$ cat config.mk
export PLATFORM = sky130hd
export DESIGN_NAME = flow_table_lru_evict_unit
export DESIGN_NICKNAME = d
export VERILOG_FILES = /design/src/ftlru_pkg.sv /design/src/flow_table_lru_evict_unit.sv /design/src/ftlru_ram.sv /design/src/ftlru_scan.sv
export SDC_FILE = /design/constraint.sdc
export NUM_CORES = 1
export LEC_CHECK = 0
export ABC_AREA = 0
export BUFFER_PORTS_ARGS = -buffer_cell sky130_fd_sc_hd__buf_2
export CAP_MARGIN = 20
export CORE_UTILIZATION = 55
export DETAILED_ROUTE_END_ITERATION = 10
export GPL_TIMING_DRIVEN = 1
export PLACE_DENSITY_LB_ADDON = 0.3
export SYNTH_ARGS = -nofsm -noshare
export SYNTH_HDL_FRONTEND = slang
export SYNTH_SLANG_ARGS = --single-unit
$ cat constraint.sdc
create_clock -name clk_i -period 5.2 [get_ports clk_i]
set_clock_uncertainty 0.1 [all_clocks]
set_input_delay 0.26 -clock clk_i [delete_from_list [all_inputs] [get_ports clk_i]]
set_output_delay 0.26 -clock clk_i [all_outputs]
set_load 0.05 [all_outputs]
$ cat src/ftlru_pkg.sv
// Shared types, constants and helpers of the LRU flow table.
`default_nettype none
package ftlru_pkg;

  localparam int unsigned Entries = 16;
  localparam int unsigned IdxW    = $clog2(Entries);
  localparam int unsigned CntW    = $clog2(Entries + 1);

  typedef logic [IdxW-1:0] idx_t;
  typedef logic [CntW-1:0] cnt_t;

  typedef struct packed {
    logic [31:0] addr;
    logic [15:0] port;
    logic [31:0] stamp;
  } entry_t;

  localparam int unsigned EntryW = $bits(entry_t);

  typedef enum logic [1:0] {
    ST_IDLE,
    ST_SCAN,
    ST_WRITE
  } state_e;

  // Control from the sequencer to the scan unit.
  typedef struct packed {
    logic   clear;
    logic   step;
    idx_t   idx;
    logic   valid;
  } scan_ctl_t;

  // What the scan unit has found so far.
  typedef struct packed {
    logic have_hit;
    idx_t hit_idx;
    logic have_hole;
    idx_t hole_idx;
    idx_t old_idx;
  } scan_res_t;

  // The result port carries the low four bits of the slot number.
  function automatic logic [3:0] slot_out(input idx_t idx);
    logic [31:0] wide;
    wide = 32'(idx);
    return wide[3:0];
  endfunction

endpackage
`default_nettype wire

$ cat src/flow_table_lru_evict_unit.sv
// Top level of the LRU flow table: sequencer, entry RAM, valid bits and result register.
//
//  beat    | direction | handshake                   | payload
//  request | in        | in_valid_i / in_ready_o     | src_addr_i, src_port_i, now_time_i
//  result  | out       | out_valid_o / out_ready_i   | slot_index_o, was_hit_o, was_evicted_o
//
// A request passes the sequencer states in order: ST_IDLE accepts it, ST_SCAN streams the
// entry RAM through the scan unit (one entry per cycle, registered read), and ST_WRITE
// writes the chosen slot back and loads the result register.
// in_ready_o is high only while the sequencer is idle; a pending result does not block
// the next request until its write-back, which waits for the result register to drain.
// Reset clears all valid bits, so the RAM needs no clearing pass.
`default_nettype none
module flow_table_lru_evict_unit (
  input  wire logic        clk_i,
  input  wire logic        rst_ni,
  input  wire logic        in_valid_i,
  output logic             in_ready_o,
  input  wire logic [31:0] src_addr_i,
  input  wire logic [15:0] src_port_i,
  input  wire logic [31:0] now_time_i,
  output logic             out_valid_o,
  input  wire logic        out_ready_i,
  output logic [3:0]       slot_index_o,
  output logic             was_hit_o,
  output logic             was_evicted_o
);

  localparam ftlru_pkg::cnt_t LastCnt = ftlru_pkg::CntW'(ftlru_pkg::Entries);

  ftlru_pkg::state_e    state_q, state_d;
  ftlru_pkg::cnt_t      cnt_q, cnt_d;
  logic [ftlru_pkg::Entries-1:0] valid_q, valid_d;
  logic [31:0]          addr_q, port_stamp_unused;
  logic [15:0]          port_q;
  logic [31:0]          now_q;
  logic                 out_valid_q, out_valid_d;
  logic [3:0]           slot_q;
  logic                 hit_q, evict_q;

  logic                 accept;
  logic                 load_out;
  ftlru_pkg::scan_ctl_t ctl;
  ftlru_pkg::scan_res_t res;
  ftlru_pkg::entry_t    rd_entry;
  ftlru_pkg::entry_t    wr_entry;
  ftlru_pkg::idx_t      slot;
  ftlru_pkg::idx_t      rd_idx;
  logic                 evict;

  assign accept     = in_valid_i && in_ready_o;
  assign in_ready_o = (state_q == ftlru_pkg::ST_IDLE);
  assign load_out   = (state_q == ftlru_pkg::ST_WRITE) && (!out_valid_q || out_ready_i);
  assign port_stamp_unused = 32'd0;

  always_comb begin
    state_d = state_q;
    cnt_d   = cnt_q;
    unique case (state_q)
      ftlru_pkg::ST_IDLE: begin
        cnt_d = '0;
        if (accept) begin
          state_d = ftlru_pkg::ST_SCAN;
        end
      end
      ftlru_pkg::ST_SCAN: begin
        cnt_d = cnt_q + 1'b1;
        if (cnt_q == LastCnt) begin
          state_d = ftlru_pkg::ST_WRITE;
        end
      end
      ftlru_pkg::ST_WRITE: begin
        if (load_out) begin
          state_d = ftlru_pkg::ST_IDLE;
        end
      end
      default: begin
        state_d = ftlru_pkg::ST_IDLE;
      end
    endcase
  end

  // RAM data for the entry addressed last cycle arrives now, so the scan index is rd_idx minus one.
  assign rd_idx    = cnt_q[ftlru_pkg::IdxW-1:0];
  assign ctl.clear = accept;
  assign ctl.step  = (state_q == ftlru_pkg::ST_SCAN) && (cnt_q != '0);
  assign ctl.idx   = ftlru_pkg::IdxW'(cnt_q - 1'b1);
  assign ctl.valid = valid_q[ctl.idx];

  ftlru_ram #(
    .Width (ftlru_pkg::EntryW),
    .Depth (ftlru_pkg::Entries)
  ) u_ram (
    .clk_i   (clk_i),
    .we_i    (load_out),
    .waddr_i (slot),
    .wdata_i (wr_entry),
    .raddr_i (rd_idx),
    .rdata_o (rd_entry)
  );

  ftlru_scan u_scan (
    .clk_i      (clk_i),
    .rst_ni     (rst_ni),
    .ctl_i      (ctl),
    .entry_i    (rd_entry),
    .key_addr_i (addr_q),
    .key_port_i (port_q),
    .res_o      (res)
  );

  always_comb begin
    evict = 1'b0;
    priority if (res.have_hit) begin
      slot = res.hit_idx;
    end else if (res.have_hole) begin
      slot = res.hole_idx;
    end else begin
      slot  = res.old_idx;
      evict = 1'b1;
    end
  end

  // On a hit the stored key equals the request key, so the whole entry is rewritten.
  assign wr_entry.addr  = addr_q;
  assign wr_entry.port  = port_q;
  assign wr_entry.stamp = now_q | port_stamp_unused;

  always_comb begin
    valid_d = valid_q;
    if (load_out) begin
      valid_d[slot] = 1'b1;
    end
  end

  assign out_valid_d = load_out || (out_valid_q && !out_ready_i);

  always_ff @(posedge clk_i or negedge rst_ni) begin
    if (!rst_ni) begin
      state_q     <= ftlru_pkg::ST_IDLE;
      cnt_q       <= '0;
      valid_q     <= '0;
      out_valid_q <= 1'b0;
    end else begin
      state_q     <= state_d;
      cnt_q       <= cnt_d;
      valid_q     <= valid_d;
      out_valid_q <= out_valid_d;
    end
  end

  always_ff @(posedge clk_i) begin
    if (accept) begin
      addr_q <= src_addr_i;
      port_q <= src_port_i;
      now_q  <= now_time_i;
    end
    if (load_out) begin
      slot_q  <= ftlru_pkg::slot_out(slot);
      hit_q   <= res.have_hit;
      evict_q <= evict;
    end
  end

  assign out_valid_o   = out_valid_q;
  assign slot_index_o  = slot_q;
  assign was_hit_o     = hit_q;
  assign was_evicted_o = evict_q;

endmodule
`default_nettype wire

$ cat src/ftlru_ram.sv
// Generic RAM with one write port and one registered read port.
`default_nettype none
module ftlru_ram #(
  parameter int unsigned Width = 8,
  parameter int unsigned Depth = 16
) (
  input  wire logic                     clk_i,
  input  wire logic                     we_i,
  input  wire logic [$clog2(Depth)-1:0] waddr_i,
  input  wire logic [Width-1:0]         wdata_i,
  input  wire logic [$clog2(Depth)-1:0] raddr_i,
  output logic      [Width-1:0]         rdata_o
);

  logic [Width-1:0] mem_q [Depth];

  always_ff @(posedge clk_i) begin
    if (we_i) begin
      mem_q[waddr_i] <= wdata_i;
    end
    rdata_o <= mem_q[raddr_i];
  end

endmodule
`default_nettype wire

$ cat src/ftlru_scan.sv
// Scan unit: one key compare and one stamp compare per entry per cycle.
`default_nettype none
module ftlru_scan (
  input  wire logic               clk_i,
  input  wire logic               rst_ni,
  input  wire ftlru_pkg::scan_ctl_t ctl_i,
  input  wire ftlru_pkg::entry_t  entry_i,
  input  wire logic [31:0]        key_addr_i,
  input  wire logic [15:0]        key_port_i,
  output ftlru_pkg::scan_res_t    res_o
);

  logic            have_hit_q, have_hit_d;
  logic            have_hole_q, have_hole_d;
  logic            have_old_q, have_old_d;
  ftlru_pkg::idx_t hit_idx_q, hit_idx_d;
  ftlru_pkg::idx_t hole_idx_q, hole_idx_d;
  ftlru_pkg::idx_t old_idx_q, old_idx_d;
  logic [31:0]     old_stamp_q, old_stamp_d;
  logic            key_match;
  logic            is_older;

  assign key_match = (entry_i.addr == key_addr_i) && (entry_i.port == key_port_i);
  assign is_older  = !have_old_q || (entry_i.stamp < old_stamp_q);

  always_comb begin
    have_hit_d  = have_hit_q;
    have_hole_d = have_hole_q;
    have_old_d  = have_old_q;
    hit_idx_d   = hit_idx_q;
    hole_idx_d  = hole_idx_q;
    old_idx_d   = old_idx_q;
    old_stamp_d = old_stamp_q;
    if (ctl_i.clear) begin
      have_hit_d  = 1'b0;
      have_hole_d = 1'b0;
      have_old_d  = 1'b0;
    end else if (ctl_i.step) begin
      if (ctl_i.valid) begin
        if (!have_hit_q && key_match) begin
          have_hit_d = 1'b1;
          hit_idx_d  = ctl_i.idx;
        end
        // Strict less-than keeps the lowest index on equal stamps.
        if (is_older) begin
          have_old_d  = 1'b1;
          old_idx_d   = ctl_i.idx;
          old_stamp_d = entry_i.stamp;
        end
      end else if (!have_hole_q) begin
        have_hole_d = 1'b1;
        hole_idx_d  = ctl_i.idx;
      end
    end
  end

  always_ff @(posedge clk_i or negedge rst_ni) begin
    if (!rst_ni) begin
      have_hit_q  <= 1'b0;
      have_hole_q <= 1'b0;
      have_old_q  <= 1'b0;
    end else begin
      have_hit_q  <= have_hit_d;
      have_hole_q <= have_hole_d;
      have_old_q  <= have_old_d;
    end
  end

  always_ff @(posedge clk_i) begin
    hit_idx_q   <= hit_idx_d;
    hole_idx_q  <= hole_idx_d;
    old_idx_q   <= old_idx_d;
    old_stamp_q <= old_stamp_d;
  end

  assign res_o.have_hit  = have_hit_q;
  assign res_o.hit_idx   = hit_idx_q;
  assign res_o.have_hole = have_hole_q;
  assign res_o.hole_idx  = hole_idx_q;
  assign res_o.old_idx   = old_idx_q;

endmodule
`default_nettype wire

# Yosys cells after proc, flatten, opt, wreduce, memory -nomap -nowiden
# Memories as Yosys holds them, arrays and structs flattened. A register that Yosys moved wholly into a read port is not among the register bits.
# Cells that the tools add are included.
# totals
mem_count	1
ff_bits	157
mem_bits_rw	1280
input_bits	84
output_inout_bits	8
# classes
add_sub_neg	2
eq_ne	9
n_bitwise	4
n_reduce_logical	28
order_cmp	4
n_mux	25
# mem_list
name	words	word_bits	read_ports	rd_clocked_by_memory_dff	wr	line	rtl
u_ram.mem_q	16	80	1	1	1	ftlru_ram.sv:15	logic [Width-1:0] mem_q [Depth];
# ops
cell	count
32-bit == test	1
32-bit less-than comparator	1
16-bit == test	1
1-bit 2-to-1 mux	16
16-bit bitwise OR	1
4-bit AND reduction	3
4-bit by 5-bit less-than comparator with 1-bit output (second input constant)	2
5-bit one-hot mux with 2 select lines	1
2-bit nonzero test	5
3-bit AND reduction	3
4-bit 2-to-1 mux	2
1-bit logical AND	7
2-bit 2-to-1 mux	3
2-bit inequality test (second input constant)	3
2-bit one-hot mux with 3 select lines	1
5-bit by 1-bit adder with 5-bit output (second input constant)	1
5-bit == test (second input constant)	1
5-bit nonzero test	1
1-bit binary-select mux with 4-bit select	1
1-bit demux with 4-bit select	1
4-bit by 1-bit greater-or-equal comparator with 1-bit output (second input constant)	1
1-bit zero test	4
4-bit by 1-bit subtractor with 4-bit output (second input constant)	1
1-bit logical OR	3
other kinds (6)	8

# Logic depth before layout (Yosys ltp)
# logic_depth
depth_word	7
ltp_mapped	11
ltp_nobuf	8

# Cells and area by module
# From an unflattened synthesis, not the netlist that was laid out.
# unflattened
cells_unflattened	2487
hier_area_um2	56050.0
# modules_own_cells
mod	cells_each	area_per_inst_um2	n_inst
ftlru_ram	2054	49422.4	1
flow_table_lru_evict_unit	200	3833.7	1
ftlru_scan	233	2793.9	1

# Least setup slack after synthesis
# No wires, ideal clock.
# synth_path
path_type	register to register
start	reg out_valid_q, in the netlist out_valid_o
end	mem u_ram.mem_q[6][0] (netlist name), enable pin
n_path_buf	0
synth_period_minus_slack_ns	5.552
stages_incl_launch_ff	6
setup_time_ns	0.519
arrival_ns	4.933
required_time_ns	4.581
setup_slack_ns	-0.352
cell_sequence	dfrtp_1 -> nand2b_1 -> nor2b_1 -> nor2b_1 -> nand2_1 -> nor2_1
# synth_via
elab_chain_len	5
# synth_lines
item	line	rtl
from (decl)	flow_table_lru_evict_unit.sv:37	logic out_valid_q, out_valid_d;
from (signal assigned)	flow_table_lru_evict_unit.sv:148	out_valid_q <= out_valid_d;
1-bit zero test	flow_table_lru_evict_unit.sv:53	assign load_out = (state_q == ftlru_pkg::ST_WRITE) && (!out_valid_q || out_ready_i);
1-bit logical OR	flow_table_lru_evict_unit.sv:53	
1-bit logical AND	flow_table_lru_evict_unit.sv:53	
named net load_out	flow_table_lru_evict_unit.sv:42	logic load_out;
1-bit 2-to-1 mux	ftlru_ram.sv:18	if (we_i) begin
1-bit 2-to-1 mux (implied by the code)	ftlru_ram.sv:19	mem_q[waddr_i] <= wdata_i;
to (decl)	ftlru_ram.sv:15	
# The timed path passes the listed nets, and every way through them passes these cells.

# Worst setup path in the final report
# layout_path
start	reg state_q[1]
end	mem u_ram.mem_q[6][34] (netlist name), enable pin
# layout_via
elab_chain_len	4
# layout_lines
item	line	rtl
from (decl)	flow_table_lru_evict_unit.sv:31	ftlru_pkg::state_e state_q, state_d;
from (signal assigned)	flow_table_lru_evict_unit.sv:140	state_q <= ftlru_pkg::ST_IDLE;
from (signal assigned)	flow_table_lru_evict_unit.sv:145	state_q <= state_d;
2-bit == test	flow_table_lru_evict_unit.sv:53	
1-bit logical AND	flow_table_lru_evict_unit.sv:53	
named net load_out	flow_table_lru_evict_unit.sv:42	
1-bit 2-to-1 mux	ftlru_ram.sv:18	
1-bit 2-to-1 mux (implied by the code)	ftlru_ram.sv:19	
# The timed path passes the listed nets, and every way through them passes these cells.

==> results.toml <==
[detailed_routing]
wl_per_cell_um = 28.77
ant_nets = 0
routed_wl_mm = 116.8
drt-initial-drc-count = 2789
first_pass_iters = 5
viasPerCell = 6.169
drc = 0
num_vias = 25040

[floorplanning]
dieArea_mm2 = 0.1032
start_util_pct = 55.74
rows = 116
core_area_mm2 = 0.1006
pin_count = 92
die_w_um = 321.3
fp.dieH_um = 321.3

[pwr]
switching_share_pct = 25.15
seq_power_share_pct = 47.1
clockPowerShare_pct = 32.6
p_per_area_mw_per_mm2 = 494.5
power.leakage_nw = 20.64
share_comb_of_total_power_pct = 20.3
peakVddDrop_v = 0.0004428
power.total_mw = 31.80
power_switching_mw = 7.998
intPower_mw = 23.80

[sta]
setup_viol = 0
fmaxAchievable_mhz = 269.4
rsz0062_at_grt = "no"
tightest_slew_ps = 1082
slew_headroom_pct = 27.67
holdWs_ps = 140.2
hold_violations = 0
worst_slack_ps = 1487
finalMaxSlewViolations = 0
post-route-min-period_ps = 3713
post-route-period-util_pct = 71.40

[critical_path]
path_max_fanout = 28
reg2reg_to = "u_ram.mem_q[6][34]"
startpoint_type = "flop"
critPathCaptureType = "flop"
r2r_slack_ps = 1490
cp.required_ps = 5450
critPathKind = "reg -> reg"
critPathArrivalTime_ps = 3960
reg2regPathDepth = 6
rr_startpoint = "state_q[1]"

[global_routing]
grt.total_usage_pct = 23.30
grt_pass1_wl_mm = 171.8
antenna_found_initial = 3
grt_pass1_vias = 25880
overflow = 0
grt_max_degree = 145

[logic_synthesis]
ys_warn_count = 0
synth-edff-count = 1410
avgSynthCellArea_um2 = 24.39
ys_types = 42
synthCells = 2299
synth_area_leaders = "edfxtp_1 76%, mux4_2 16%, dfxtp_1 2.9%"
synth_nets = 2417
synth_top_area_share_pct = 75.52
ys_ff_latch = 1517
ys_top_cells_by_count = "1,410 x edfxtp_1, 405 x mux4_2, 80 x dfxtp_1"
synth-seq-area-share_pct = 79.58
synthMostInstantiatedCell = "edfxtp_1"
synth_area_mm2 = 0.05607
async_flop_share_pct = 1.780
synth_top_area_cell = "edfxtp_1"
ys.flop_type = "edfxtp_1"

[run]
maxCapViolations = 0

[clock_network]
clkTransAtPathRegs_ps = 60
insertion_delay_ps = 730
cts_buffers = 148
clockBufferDepth = 3
cts_tree = "done"
cts.root.buffer_cell = "clkbuf_16"
h-tree-depth = 4
cts_sinks = 1517

[run_status]
outcome = "completed"

[place]
port_buffers = 91
globalplace.congestion = 0.8016
dp_hpwl_mm = 58.60
dp_slack_ps = 1481
dpl_cell_area_mm2 = 0.05872

[worst_hold_path]
hold-path-cell-count = 2
min_to = "port_q[4]"
min_path_type = "in -> reg"
min_from = "src_port_i[4]"

[finish]
fin_area_mm2 = 0.06429
area_growth_pct = 14.68
diodes = 0
nets = 2702
drive_gt1_share_pct = 29.09
-- critical path: stages (launching register included) --
cell      delay, ps
dfrtp_1         550
nand2b_1        150
nor2b_1         590
nor2b_1         260
nand2_1         330
nor2_4          700
buf_4           620
-- placed cells by master (no fill, tap or decap), types with 14 or more instances in the layout --
cell type      instances
a21oi_1               14
xor2_1                23
nand2_1               20
buf_12                28
dfrtp_1               23
nor2_4                16
mux4_2               405
nand4_1               14
ha_1                  34
edfxtp_1            1410
clkinv_1              16
clkinv_2              24
xnor2_1               25
buf_4                 28
clkbuf_16            155
dlygate4sd3_1         84
clkbuf_8              14
buf_2                 91
dfxtp_1               80
inv_1                 42
clkbuf_1              44
-- worst max-delay path by stage --
stage | from | to | cells after the start
floorplan | out_valid_o | u_ram.mem_q[6][0] | 5
global placement | state_q[0] | u_ram.mem_q[14][71] | 6
CTS | state_q[1] | u_ram.mem_q[14][5] | 6
global route | state_q[1] | u_ram.mem_q[14][6] | 6
finish | state_q[1] | u_ram.mem_q[6][34] | 6
detailed placement | state_q[1] | u_ram.mem_q[14][73] | 6
-- area by class of cell --
class	instances	area, um^2
Sequential cell	1517	44630
Fill cell	6387	36290
Multi-Input combinational cell	643	11020
Clock buffer	213	4237
Timing Repair Buffer	231	2067
Tap cell	1357	1698
Clock inverter	55	480.5
Inverter	43	163.9
-- per-layer routing --
metal | GRT usage [%] | up-vias | share of wire [%]
met1 | 34.13 | 13530 | 42
met3 | 4.470 | 170 | 7.4
met5 | 0 | - | 0.012
li1 | - | 10310 | -
met2 | 36.48 | 1027 | 49
met4 | 6.370 | 2 | 2.1
-- flip-flops by register name, summed over array words and instances, names as in the netlist, 5 cells and up --
signal / flops
valid_q: 16
now_q: 32
cnt_q: 5
port_q: 16
u_ram.mem_q: 1280
u_scan.old_stamp_q: 32
u_ram.rdata_o: 80
addr_q: 32
-- timing repair --
action,4_1_cts,5_1_grt
hold buffers,85,0
gates resized for setup,0,0
setup buffers,0,0
hold endpoints to repair,111,0
-- cell families after synthesis --
family	after synthesis	share of synthesized area, %
simple gates	96	0.8547
fa+ha+maj	34	0.7588
compound gates	54	0.6338
flops	1517	79.58
xor+xnor	49	0.7989
mux	410	16.36
buf+inv	139	1.011
-- power groups by stage --
stage	sequential, mW	combinational [mW]	clock, mW
floorplan	14.8	5.29	0
global placement	15.2	6.34	0
detailed placement	15.2	6.47	0
CTS	15.0	6.57	10.5
global route	15.1	6.92	11.0
finish	15.0	6.44	10.4
-- per-stage QoR --
stage	utilization (%)	instances	setup TNS, ps
final	63.92	4059	0
after detailed placement	58.38	3706	0
after global routing	63.92	4059	0
after CTS	63.92	4059	0
after global placement	58.38	3706	0
after floorplan	-	2299	-352510
(Power assumes the default switching activity.)
